[src/pcd_pkg.sv]
// Shared constants for the pair contact distance test pipeline.
// No dependencies; used by pcd_sqrt_step and pair_contact_distance_test_top.
`timescale 1ns / 1ps

package pcd_pkg;

   localparam int INDEX_BITS_DEF = 10;
   localparam int COORD_BITS_DEF = 24;

   localparam int RADIUS_BITS = 16;
   localparam int CUT_BITS    = RADIUS_BITS + 1;
   localparam int CUT_SQ_BITS = 2 * CUT_BITS;

   // Distance result and the radicand that the square root handles.
   localparam int DIST_BITS = 25;
   localparam int RAD_BITS  = 2 * DIST_BITS;
   localparam int REM_BITS  = DIST_BITS + 2;

endpackage

[src/pcd_sqrt_step.sv]
// One registered digit step of the restoring integer square root.
// Depends on pcd_pkg for the radicand, remainder and root widths.
`timescale 1ns / 1ps

module pcd_sqrt_step #(
   parameter int SIDE_BITS = 1
) (
   input  logic                               clock,
   input  logic                               load,
   input  logic [pcd_pkg::RAD_BITS-1:0]       rad_in,
   input  logic [pcd_pkg::REM_BITS-1:0]       rem_in,
   input  logic [pcd_pkg::DIST_BITS-1:0]      root_in,
   input  logic [SIDE_BITS-1:0]               side_in,
   output logic [pcd_pkg::RAD_BITS-1:0]       rad_ff,
   output logic [pcd_pkg::REM_BITS-1:0]       rem_ff,
   output logic [pcd_pkg::DIST_BITS-1:0]      root_ff,
   output logic [SIDE_BITS-1:0]               side_ff
);

   logic [pcd_pkg::REM_BITS-1:0]  rem_sh;
   logic [pcd_pkg::REM_BITS-1:0]  trial;
   logic                          fits;
   logic [pcd_pkg::RAD_BITS-1:0]  rad_step_in;
   logic [pcd_pkg::REM_BITS-1:0]  rem_step_in;
   logic [pcd_pkg::DIST_BITS-1:0] root_step_in;

   // Bring down the next two radicand bits and try root*4 + 1.
   always_comb begin
      rem_sh       = {rem_in[pcd_pkg::REM_BITS-3:0],
                      rad_in[pcd_pkg::RAD_BITS-1:pcd_pkg::RAD_BITS-2]};
      trial        = {root_in, 2'b01};
      fits         = (rem_sh >= trial);
      rem_step_in  = fits ? (rem_sh - trial) : rem_sh;
      root_step_in = {root_in[pcd_pkg::DIST_BITS-2:0], fits};
      rad_step_in  = {rad_in[pcd_pkg::RAD_BITS-3:0], 2'b00};
   end

   always_ff @(posedge clock) begin
      if (load) begin
         rad_ff  <= rad_step_in;
         rem_ff  <= rem_step_in;
         root_ff <= root_step_in;
         side_ff <= side_in;
      end
   end

endmodule

[config.mk]
export PLATFORM = sky130hd
export DESIGN_NAME = pcd_sqrt_step
export DESIGN_NICKNAME = d
export VERILOG_FILES = /design/src/pcd_pkg.sv /design/src/pcd_sqrt_step.sv
export SDC_FILE = /design/constraint.sdc
export NUM_CORES = 1
export LEC_CHECK = 0
export BUFFER_PORTS_ARGS = -buffer_cell sky130_fd_sc_hd__buf_2
export CELL_PAD_IN_SITES_DETAIL_PLACEMENT = 0
export CELL_PAD_IN_SITES_GLOBAL_PLACEMENT = 1
export CORE_ASPECT_RATIO = 2
export CORE_MARGIN = 2
export CORE_UTILIZATION = 37
export CTS_CLUSTER_SIZE = 24
export DETAILED_ROUTE_END_ITERATION = 10
export PLACE_DENSITY = 0.89
export SLEW_MARGIN = 10
export SYNTH_ARGS = -nofsm -noshare
export SYNTH_HDL_FRONTEND = slang
export SYNTH_SLANG_ARGS = --single-unit
[constraint.sdc]
create_clock -name clock -period 3.06 [get_ports clock]
set_input_delay 0 -clock clock [delete_from_list [all_inputs] [get_ports clock]]
set_output_delay 0 -clock clock [all_outputs]
set_load 0.01 [all_outputs]
==> metrics.txt, run 1 <==
status=completed; number of optimization iterations in the first detailed-route pass=4; Die Footprint=14200 µm²; worst min-delay path category=primary input to flop; CTS resizes=0; final worst-path cycle share=between 90 and 100%; unrepaired setup endpoints after global routing=false; starting density of the core=between 30% and 40%; mean instance size in the synthesized netlist=around 12 µm²; Yosys warning count=0; aggregate global-route resource usage=approximately 19%; Critical path buffers and inverters=2; minimum clock period after layout=~2.9 ns; area grow syn2layout=50.6%; Worst path slowest cell=sky130_fd_sc_hd__dlygate4sd3_1; routed wire length per instance=16.3 µm; deepest level of the CTS H-tree=3; largest fanout of any net on the critical path=4; Starting DRT DRC Count=250; ANT nets after route=0; global route overflow=0; TritonCTS clock tree=built; I/O pin cnt=208; clk slew on worst S/H paths=roughly 0.08 ns; gate family responsible for the most delay along the worst path=compound AO/OA/AOI/OAI gates; maximum clock insertion buffer count=2; VDD IR-drop max=roughly 0.34 mV; Post-route DRC=0; CP Cell Sequence=dlygate4sd3_1 -> buf_2 -> ha_1 -> o21a_1 -> a21boi_1 -> a21o_1 -> a211o_1 -> a221o_1 -> o21a_1 -> a2111o_1 -> o221a_2; Fin Setup TNS=0 ns; CTS Buf Count=9; number of pins exceeding their max-slew limit in the final report=0; Hold WS=approximately 0.034 ns; ratio of total power to cell area=just under 500 nW/µm²; tightest slew margin relative to the limit=45.3%; actual slew at the worst max-slew pin=roughly 0.82 ns; post-CTS setup buffers=0; Die X-Extent=about 85 µm; CP most frequent cell=sky130_fd_sc_hd__o21a_1; IO Port Bufs=a little over 200; max capacitance violation total=0; placer congestion estimate=around 0.85; cell type with the largest total area after synthesis=sky130_fd_sc_hd__edfxtp_1; chip height=~170 µm; maximum single-stage delay on the critical path=roughly 0.53 ns; wire length of the first global-routing pass=~22 mm; Cell variety after synth=51; diodes inserted=0; DPL Wire Length=9.55 mm; detail-routed via count per cell=between 4 and 5; Critical Setup Path Class=primary input to flop; ranking of synthesized cells by area=sky130_fd_sc_hd__edfxtp_1, sky130_fd_sc_hd__ha_1, sky130_fd_sc_hd__o21ai_0, sky130_fd_sc_hd__nand2_1, sky130_fd_sc_hd__inv_1; number of flops mapped to enable cells by yosys=roughly 100; CTS root buf=sky130_fd_sc_hd__clkbuf_16; number of rows created at floorplan=59; Finish-stage setup viols=0; ratio of cells with drive above 1 in the final layout=between 30 and 40%; Post-Syn Instances=approximately 390; Post-synth top flop=sky130_fd_sc_hd__edfxtp_1; arrival time of data at the critical path endpoint=3.02 ns; number of global-route vias before repair=~4500; WL final=13.9 mm; largest net degree at the start of global routing=67; share of synthesized area occupied by flip-flops and latches=between 60 and 70%; number of hold-repair buffers added at the cts stage=98; via count of the routed design=4243; hold violation count in the final report=0; LEAKAGE=3.28 nW; Core Region=between 10000 and 15000 µm²; CP endpoint kind=flop; highest clock frequency the design can meet=approximately 340 MHz; top cell type's share of synthesized area=slightly above 60%; Post-layout nets=between 800 and 900; ys async rst share=0%; #FFs+latches synth=between 100 and 150; crit start category=primary input; data required time at the worst endpoint=3.16 ns; post-synthesis instance area=just under 5000 µm²; CTS sink cnt=about 100; number of antenna violations at the first check in global routing=0
power breakdown:
group          switching (mW)  total [mW]  internal (mW)
Clock                   0.528        1.09          0.564
Sequential             0.0346        1.72           1.68
Combinational           0.442       0.825          0.382
cells in the final DEF, fill, tap and decap left out, types with 4 or more instances in the layout:
master,Yosys,layout
sky130_fd_sc_hd__buf_2,4,202
sky130_fd_sc_hd__edfxtp_1,101,101
sky130_fd_sc_hd__dlygate4sd3_1,0,98
sky130_fd_sc_hd__nand2_1,39,39
sky130_fd_sc_hd__inv_1,34,34
sky130_fd_sc_hd__o21ai_0,32,32
sky130_fd_sc_hd__ha_1,27,27
sky130_fd_sc_hd__a21oi_1,21,20
sky130_fd_sc_hd__nor2_1,18,18
sky130_fd_sc_hd__xnor2_1,12,12
sky130_fd_sc_hd__a21o_1,10,10
sky130_fd_sc_hd__xor2_1,9,9
sky130_fd_sc_hd__clkbuf_16,0,9
sky130_fd_sc_hd__nand4_1,7,7
sky130_fd_sc_hd__o21a_1,6,6
sky130_fd_sc_hd__nor3_1,6,6
sky130_fd_sc_hd__nor2b_1,5,5
sky130_fd_sc_hd__buf_4,3,5
sky130_fd_sc_hd__nand2b_1,4,4
per-layer routing:
layer / wire length [µm] / global-route usage, %
met5: 0 / 0
met4: 283 / 7.32
met3: 687 / 3.23
met2: 8150 / 38.8
met1: 4820 / 18.7
per-stage QoR:
step / power [mW] / util (%) / instances / worst slack (ns) / cell area, µm²
after floorplan: 2.15 / - / 395 / 0.658 / 4880
after global placement: 2.45 / 47.1 / 741 / 0.366 / 6080
after CTS: 3.66 / 56.8 / 854 / 0.156 / 7340
after global routing: 3.80 / 56.8 / 854 / 0.00288 / 7340
final: 3.63 / 56.8 / 854 / 0.141 / 7340
after detailed placement: 2.46 / 47.1 / 741 / 0.340 / 6080
state kept, by name, summed over array words and instances, names as in the netlist:
signal	count
rad_ff	48
rem_ff	27
root_ff	25
side_ff	1
worst paths after layout:
check	start	endpoint	slack (ns)	cells after the start
max	rem_in[1]	rem_ff[26]	0.14	11
min	rem_in[24]	rem_ff[26]	0.03	2
final cells by class:
| cell class | instances | area (µm²) |
|---|---|---|
| Clock buffer | 9 | 225 |
| Clock inverter | 6 | 53.8 |
| Fill cell | 1064 | 5580 |
| Inverter | 35 | 131 |
| Multi-Input combinational cell | 245 | 1660 |
| Sequential cell | 101 | 3030 |
| Tap cell | 152 | 190 |
| Timing Repair Buffer | 306 | 2050 |
synthesized netlist by cell type (all sizes together), types with 2 or more instances:
| library cell | count |
|---|---|
| xor2 | 9 |
| o21ai | 34 |
| a31oi | 2 |
| nand2b | 4 |
| o211ai | 2 |
| a21o | 10 |
| nor2 | 18 |
| inv | 35 |
| o31ai | 3 |
| clkbuf | 7 |
| xnor2 | 12 |
| nand2 | 39 |
| o21bai | 3 |
| a21boi | 2 |
| a21oi | 22 |
| mux2 | 2 |
| nand4 | 7 |
| buf | 7 |
| and2 | 2 |
| edfxtp | 101 |
| nor3 | 6 |
| a211oi | 2 |
| a211o | 2 |
| nor2b | 5 |
| o21a | 6 |
| or3 | 3 |
| ha | 27 |
| nand3 | 3 |
| and3 | 3 |
cell families after synthesis:
| family | count (synthesis) | share of synthesized area [%] |
|---|---|---|
| flip-flops | 101 | 62.2 |
| multiplexers | 2 | 0.462 |
| AND/OR/NAND/NOR | 94 | 9.01 |
| XOR/XNOR | 21 | 3.77 |
| other | 1 | 0.0769 |
| AO/OA/AOI/OAI | 99 | 13.4 |
| buffers and inverters | 49 | 4.11 |
| adder cells (fa/ha/maj) | 27 | 6.93 |
Note: power is estimated with default switching activity, not from simulation.
==> inputs of run 2 (changes only) <==
PLACE_DENSITY = default   (was 0.89)
PLACE_DENSITY_LB_ADDON = 0.1   (was default)
==> run 2 against run 1 <==
  * Total power grew 0.26%
  * Combinational power is essentially flat
  * Sequential share of layout area shrank 0.16 points
  * Global-route usage shrank 0.44 points
  * Setup slack lost 0.0050 ns
  * First-iteration DRC count shrank 53%
  * Utilization grew 0.22 points
  * Largest cell class unchanged
  * Highest routed layer unchanged
  * Via count shrank 3.0%
==> metrics.txt, run 2 (synthesized netlist as in run 1, its figures left out) <==
status=completed; Hold WS=around 0.0057 ns; WL final=between 10 and 15 mm; detail-routed via count per cell=about 4.8; placed cell area=roughly 6100 µm²; number of global-route vias before repair=between 4000 and 5000; fill cell count=between 1000 and 1500; CTS Buf Count=9; CTS root buf=sky130_fd_sc_hd__clkbuf_16; Fin Setup TNS=0 ns; CTS sink cnt=between 100 and 150; unrepaired setup endpoints after global routing=false; gate family responsible for the most delay along the worst path=compound AO/OA/AOI/OAI gates; Core Region=12900 µm²; max capacitance violation total=0; maximum clock insertion buffer count=2; CP most frequent cell=sky130_fd_sc_hd__o21a_1; data required time at the worst endpoint=~3.2 ns; number of antenna violations at the first check in global routing=0; ANT nets after route=0; total chip power=between 3 and 4 mW; wire length of the first global-routing pass=~21 mm; ratio of total power to cell area=between 400 and 500 nW/µm²; maximum single-stage delay on the critical path=roughly 0.53 ns; largest fanout of any net on the critical path=4; Hold Crit Depth=2; most common cell after layout, fill and taps aside=sky130_fd_sc_hd__buf_2; largest registers ranked by flip-flop count=rad_ff x48, rem_ff x27, root_ff x25; placer congestion estimate=roughly 0.87; via count of the routed design=4116; aggregate global-route resource usage=18.9%; minimum clock period after layout=just under 3 ns; Die Footprint=approximately 14000 µm²; global route overflow=0; worst min-delay path category=primary input to flop; I/O pin cnt=208; Die X-Extent=~85 µm; number of optimization iterations in the first detailed-route pass=5; Worst path slowest cell=sky130_fd_sc_hd__dlygate4sd3_1; number of rows created at floorplan=59; arrival time of data at the critical path endpoint=roughly 3.0 ns; chip height=between 150 and 200 µm; Critical path buffers and inverters=2; Critical Setup Path Class=primary input to flop; Starting DRT DRC Count=118; tightest slew margin relative to the limit=roughly two thirds; CP endpoint kind=flop; LEAKAGE=3.30 nW; final design instance area without fill=7370 µm²; leading cell types in the layout, fill and taps excluded=sky130_fd_sc_hd__buf_2, sky130_fd_sc_hd__edfxtp_1, sky130_fd_sc_hd__dlygate4sd3_1; number of pins exceeding their max-slew limit in the final report=0; VDD IR-drop max=~0.37 mV; highest clock frequency the design can meet=~340 MHz; count of cell instances traversed by the critical path=11; hold violation count in the final report=0; clk slew on worst S/H paths=about 0.080 ns; DPL Wire Length=about 9.8 mm; diodes inserted=0; Finish-stage setup viols=0; Post-layout nets=approximately 830; deepest level of the CTS H-tree=3; actual slew at the worst max-slew pin=0.524 ns; starting density of the core=a little under two fifths; IO Port Bufs=~200; CP Cell Sequence=dlygate4sd3_1 -> buf_2 -> ha_1 -> o21a_1 -> a21boi_1 -> a21o_1 -> a211o_1 -> a221o_1 -> o21a_1 -> a2111o_1 -> o221a_2; routed wire length per instance=15.7 µm; Largest register FFs=48; Reg with most FFs=rad_ff; Post-route DRC=0; ratio of cells with drive above 1 in the final layout=around a third; area grow syn2layout=51.1%; largest net degree at the start of global routing=70; crit start category=primary input; TritonCTS clock tree=built; final worst-path cycle share=about 96%
[run 2: cell count changes in the layout (fill, tap and decap cells not counted)]
cell                            before  now
sky130_fd_sc_hd__clkinv_1            0    1
sky130_fd_sc_hd__inv_6               3    0
sky130_fd_sc_hd__a21oi_1            20   19
sky130_fd_sc_hd__a21oi_2             1    2
sky130_fd_sc_hd__clkinvlp_4          1    2
sky130_fd_sc_hd__dlygate4sd3_1      98   97
sky130_fd_sc_hd__buf_4               5    9
sky130_fd_sc_hd__inv_8               1    2
sky130_fd_sc_hd__clkinv_4            1    2
[run 2: area by class of cell]
class	count	area, µm²	share of cell area, %
clock inverter	7	58.8	0.798
clock buffer	9	225	3.06
timing repair buffer	309	2070	28.1
tap	152	190	2.58
multi-input combinational	245	1660	22.5
inverter	35	131	1.78
sequential	101	3030	41.2
[run 2: through the flow]
step	worst slack [ns]	cells	util (%)
2_1_floorplan	0.658	395	-
5_1_grt	0.0148	858	57.0
6_report	0.136	858	57.0
3_3_place_gp	0.338	743	47.2
3_5_place_dp	0.305	743	47.2
4_1_cts	0.106	856	56.9
[run 2: final timing paths]
check | endpoint | from
setup / recovery | rem_ff[26] | rem_in[1]
hold / removal | rem_ff[0] | rad_in[48]
[run 2: metal layers]
| layer | up-vias | wire length (µm) | track usage [%] |
|---|---|---|---|
| li1 | 2058 | - | - |
| met1 | 1883 | 4920 | 19.5 |
| met2 | 155 | 7440 | 36.2 |
| met3 | 20 | 814 | 3.88 |
| met4 | 0 | 330 | 6.90 |
| met5 | - | 0 | 0 |
[run 2: where the power goes]
group	switching, mW	internal [mW]
Sequential	0.0307	1.68
Combinational	0.439	0.389
Clock	0.539	0.564
Total	1.01	2.63
[run 2: what timing repair did]
| item | in CTS | in global routing |
|---|---|---|
| setup endpoints to repair | 0 | 15 |
| endpoints found under the hold margin | 97 | 0 |
| resized for setup | 0 | 1 |
| hold buffers | 97 | 0 |
| setup buffers | 0 | 2 |
==> inputs of run 3 (changes only) <==
RECOVER_POWER = 50   (was default)
clock period = 2.92 ns   (was 3.06 ns; I/O delays follow)
==> run 3 against run 2 <==
  * The run now ends with max-capacitance violations, max-slew violations left
  * Final cell count up 0.70%
  * Die area unchanged
  * Global-route usage decreased by 0.17 points
  * Non-clock buffer count is 7 higher
  * Total power up 4.6%
  * First-iteration DRC count increased by 22%
  * Clock power about the same
  * Combinational power up 7.2%
  * Setup slack got worse by 0.068 ns
  * Highest routed layer unchanged
==> metrics.txt, run 3 (synthesized netlist as in run 1, its figures left out) <==
status=finished with violations; violated checks=max-capacitance violations, max-slew violations; final design instance area without fill=around 7400 µm²; number of rows created at floorplan=59; met3 WL post-DR=a little under 800 µm; ratio of total power to cell area=514 nW/µm²; Die X-Extent=about 85 µm; routed wire length per instance=roughly 16 µm; Reg with most FFs=rad_ff; Core Region=~13000 µm²; area grow syn2layout=52.0%; placed cell area=roughly 6000 µm²; ratio of cells with drive above 1 in the final layout=roughly 28%; Largest register FFs=between 40 and 50; post-layout utilization of the core=~57%; critical path startpoint=root_in[1]; diodes inserted=0; hold violation count in the final report=0; placer congestion estimate=about 0.87; maximum clock insertion buffer count=2; final worst-path cycle share=slightly below 100%; I/O pin cnt=roughly 210; largest registers ranked by flip-flop count=rad_ff x48, rem_ff x27, root_ff x25; Metal-1 WL=~4.7 mm; Die Footprint=approximately 14000 µm²; arrival time of data at the critical path endpoint=between 2 and 3 ns; crit start category=primary input; part of the total power dissipated in the clock network=approximately 30%; switching part of the total power=between 20% and 30%; chip height=166 µm; P_int=approximately 2.8 mW; CTS sink cnt=approximately 100; largest net degree at the start of global routing=between 60 and 70; data required time at the worst endpoint=3.02 ns; Placed Instances=745; max capacitance violation total=1; number of optimization iterations in the first detailed-route pass=4; most common cell after layout, fill and taps aside=sky130_fd_sc_hd__buf_2; DPL Wire Length=between 9 and 10 mm; LEAKAGE=3.19 nW; WL final=13.5 mm; VDD IR-drop max=approximately 0.36 mV; CP Capture Point=rem_ff[26]; tightest slew margin relative to the limit=-30.6%; number of pins exceeding their max-slew limit in the final report=35; Critical Setup Path Class=primary input to flop; CTS Buf Count=9; Starting DRT DRC Count=roughly 140; fill cell count=around 1100; leading cell types in the layout, fill and taps excluded=sky130_fd_sc_hd__buf_2, sky130_fd_sc_hd__edfxtp_1, sky130_fd_sc_hd__dlygate4sd3_1; total met2 wirelength after detailed routing=7.70 mm; starting density of the core=approximately 38%; number of global-route vias before repair=4376; Finished Layout Cells=around 860; minimum clock period after layout=2.85 ns; CP endpoint kind=flop; largest fanout of any net on the critical path=4; worst min-delay path category=primary input to flop; Comb power frac=between 20% and 30%; highest clock frequency the design can meet=between 300 and 400 MHz; clk slew on worst S/H paths=0.07 ns; CTS root buf=sky130_fd_sc_hd__clkbuf_16; wire length of the first global-routing pass=between 20 and 25 mm; ANT nets after route=0; Finish-stage setup viols=0; net switching power=1.04 mW; uppermost layer routed=met4; Post-route DRC=0; via count of the routed design=roughly 4200; global route overflow=0; detail-routed via count per cell=about 4.9; deepest level of the CTS H-tree=3; relative contribution of sequential cells to total power=a little under half; Post-layout nets=840; IO Port Bufs=203; aggregate global-route resource usage=between 10% and 20%; actual slew at the worst max-slew pin=between 1.5 and 2 ns; TritonCTS clock tree=built; number of antenna violations at the first check in global routing=0
[run 3: changes by cell type in the layout (fill, tap and decap cells not counted), sizes merged]
| cell | change |
|---|---|
| clkbuf | +52 |
| dlygate4sd3 | +1 |
| clkinvlp | -1 |
| buf | -46 |
[run 3: worst max-delay path, stage by stage]
cell                            delay (ns)
sky130_fd_sc_hd__dlygate4sd3_1        0.56
sky130_fd_sc_hd__buf_2                0.14
sky130_fd_sc_hd__inv_1                0.08
sky130_fd_sc_hd__ha_4                 0.21
sky130_fd_sc_hd__o21a_1               0.22
sky130_fd_sc_hd__a21boi_1             0.16
sky130_fd_sc_hd__a21o_1               0.18
sky130_fd_sc_hd__a211o_1              0.28
sky130_fd_sc_hd__a221o_1              0.42
sky130_fd_sc_hd__o21a_1               0.21
sky130_fd_sc_hd__a2111o_1             0.36
sky130_fd_sc_hd__o221a_2              0.13
[run 3: worst min-delay path by stage]
stage / from / end / slack [ns] / depth (start not counted)
after floorplan: rad_in[8] / rad_ff[10] / 0.1 / 0
after global routing: rem_in[24] / rem_ff[26] / 0.03 / 2
after detailed placement: rad_in[26] / rad_ff[28] / 0.18 / 1
after global placement: rad_in[5] / rad_ff[7] / 0.18 / 1
final: rem_in[24] / rem_ff[26] / 0.04 / 2
after CTS: rem_in[24] / rem_ff[26] / 0.02 / 2
[run 3: power groups by stage]
| stage | combinational (mW) | clock (mW) | sequential, mW |
|---|---|---|---|
| finish | 0.888 | 1.13 | 1.80 |
| detailed placement | 0.772 | 0 | 1.83 |
| global route | 0.976 | 1.22 | 1.81 |
| CTS | 0.880 | 1.17 | 1.79 |
| floorplan | 0.342 | 0 | 1.91 |
| global placement | 0.765 | 0 | 1.82 |
[run 3: area by class of cell]
cell class	count	area, µm²	share of cell area [%]
Sequential cell	101	3030	40.9
Timing Repair Buffer	316	2060	27.8
Multi-Input combinational cell	245	1710	23.1
Clock buffer	9	225	3.04
Tap cell	152	190	2.57
Inverter	35	134	1.81
Clock inverter	6	56.3	0.760
[run 3: metal layers]
layer	vias to the layer above	global-route usage [%]
met2	152	36.7
li1	2077	-
met4	0	6.97
met5	-	0
met1	1947	18.2
met3	17	4.32
[run 3: timing repair]
item                       in CTS  in global routing
hold endpoints to repair       98                  0
gates resized for setup         0                 10
setup endpoints to repair       0                 17
hold buffers                   98                  0
setup buffers                   0                  6
[run 3: stage by stage]
stage	hold slack, ns	setup TNS (ns)	worst slack, ns	power, mW
2_1_floorplan	0.0989	0	0.518	2.25
3_3_place_gp	0.176	0	0.238	2.59
3_5_place_dp	0.179	0	0.213	2.60
4_1_cts	0.0204	0	0.0256	3.85
5_1_grt	0.0262	-0.00703	-0.00703	4.00
6_report	0.0405	0	0.0688	3.81
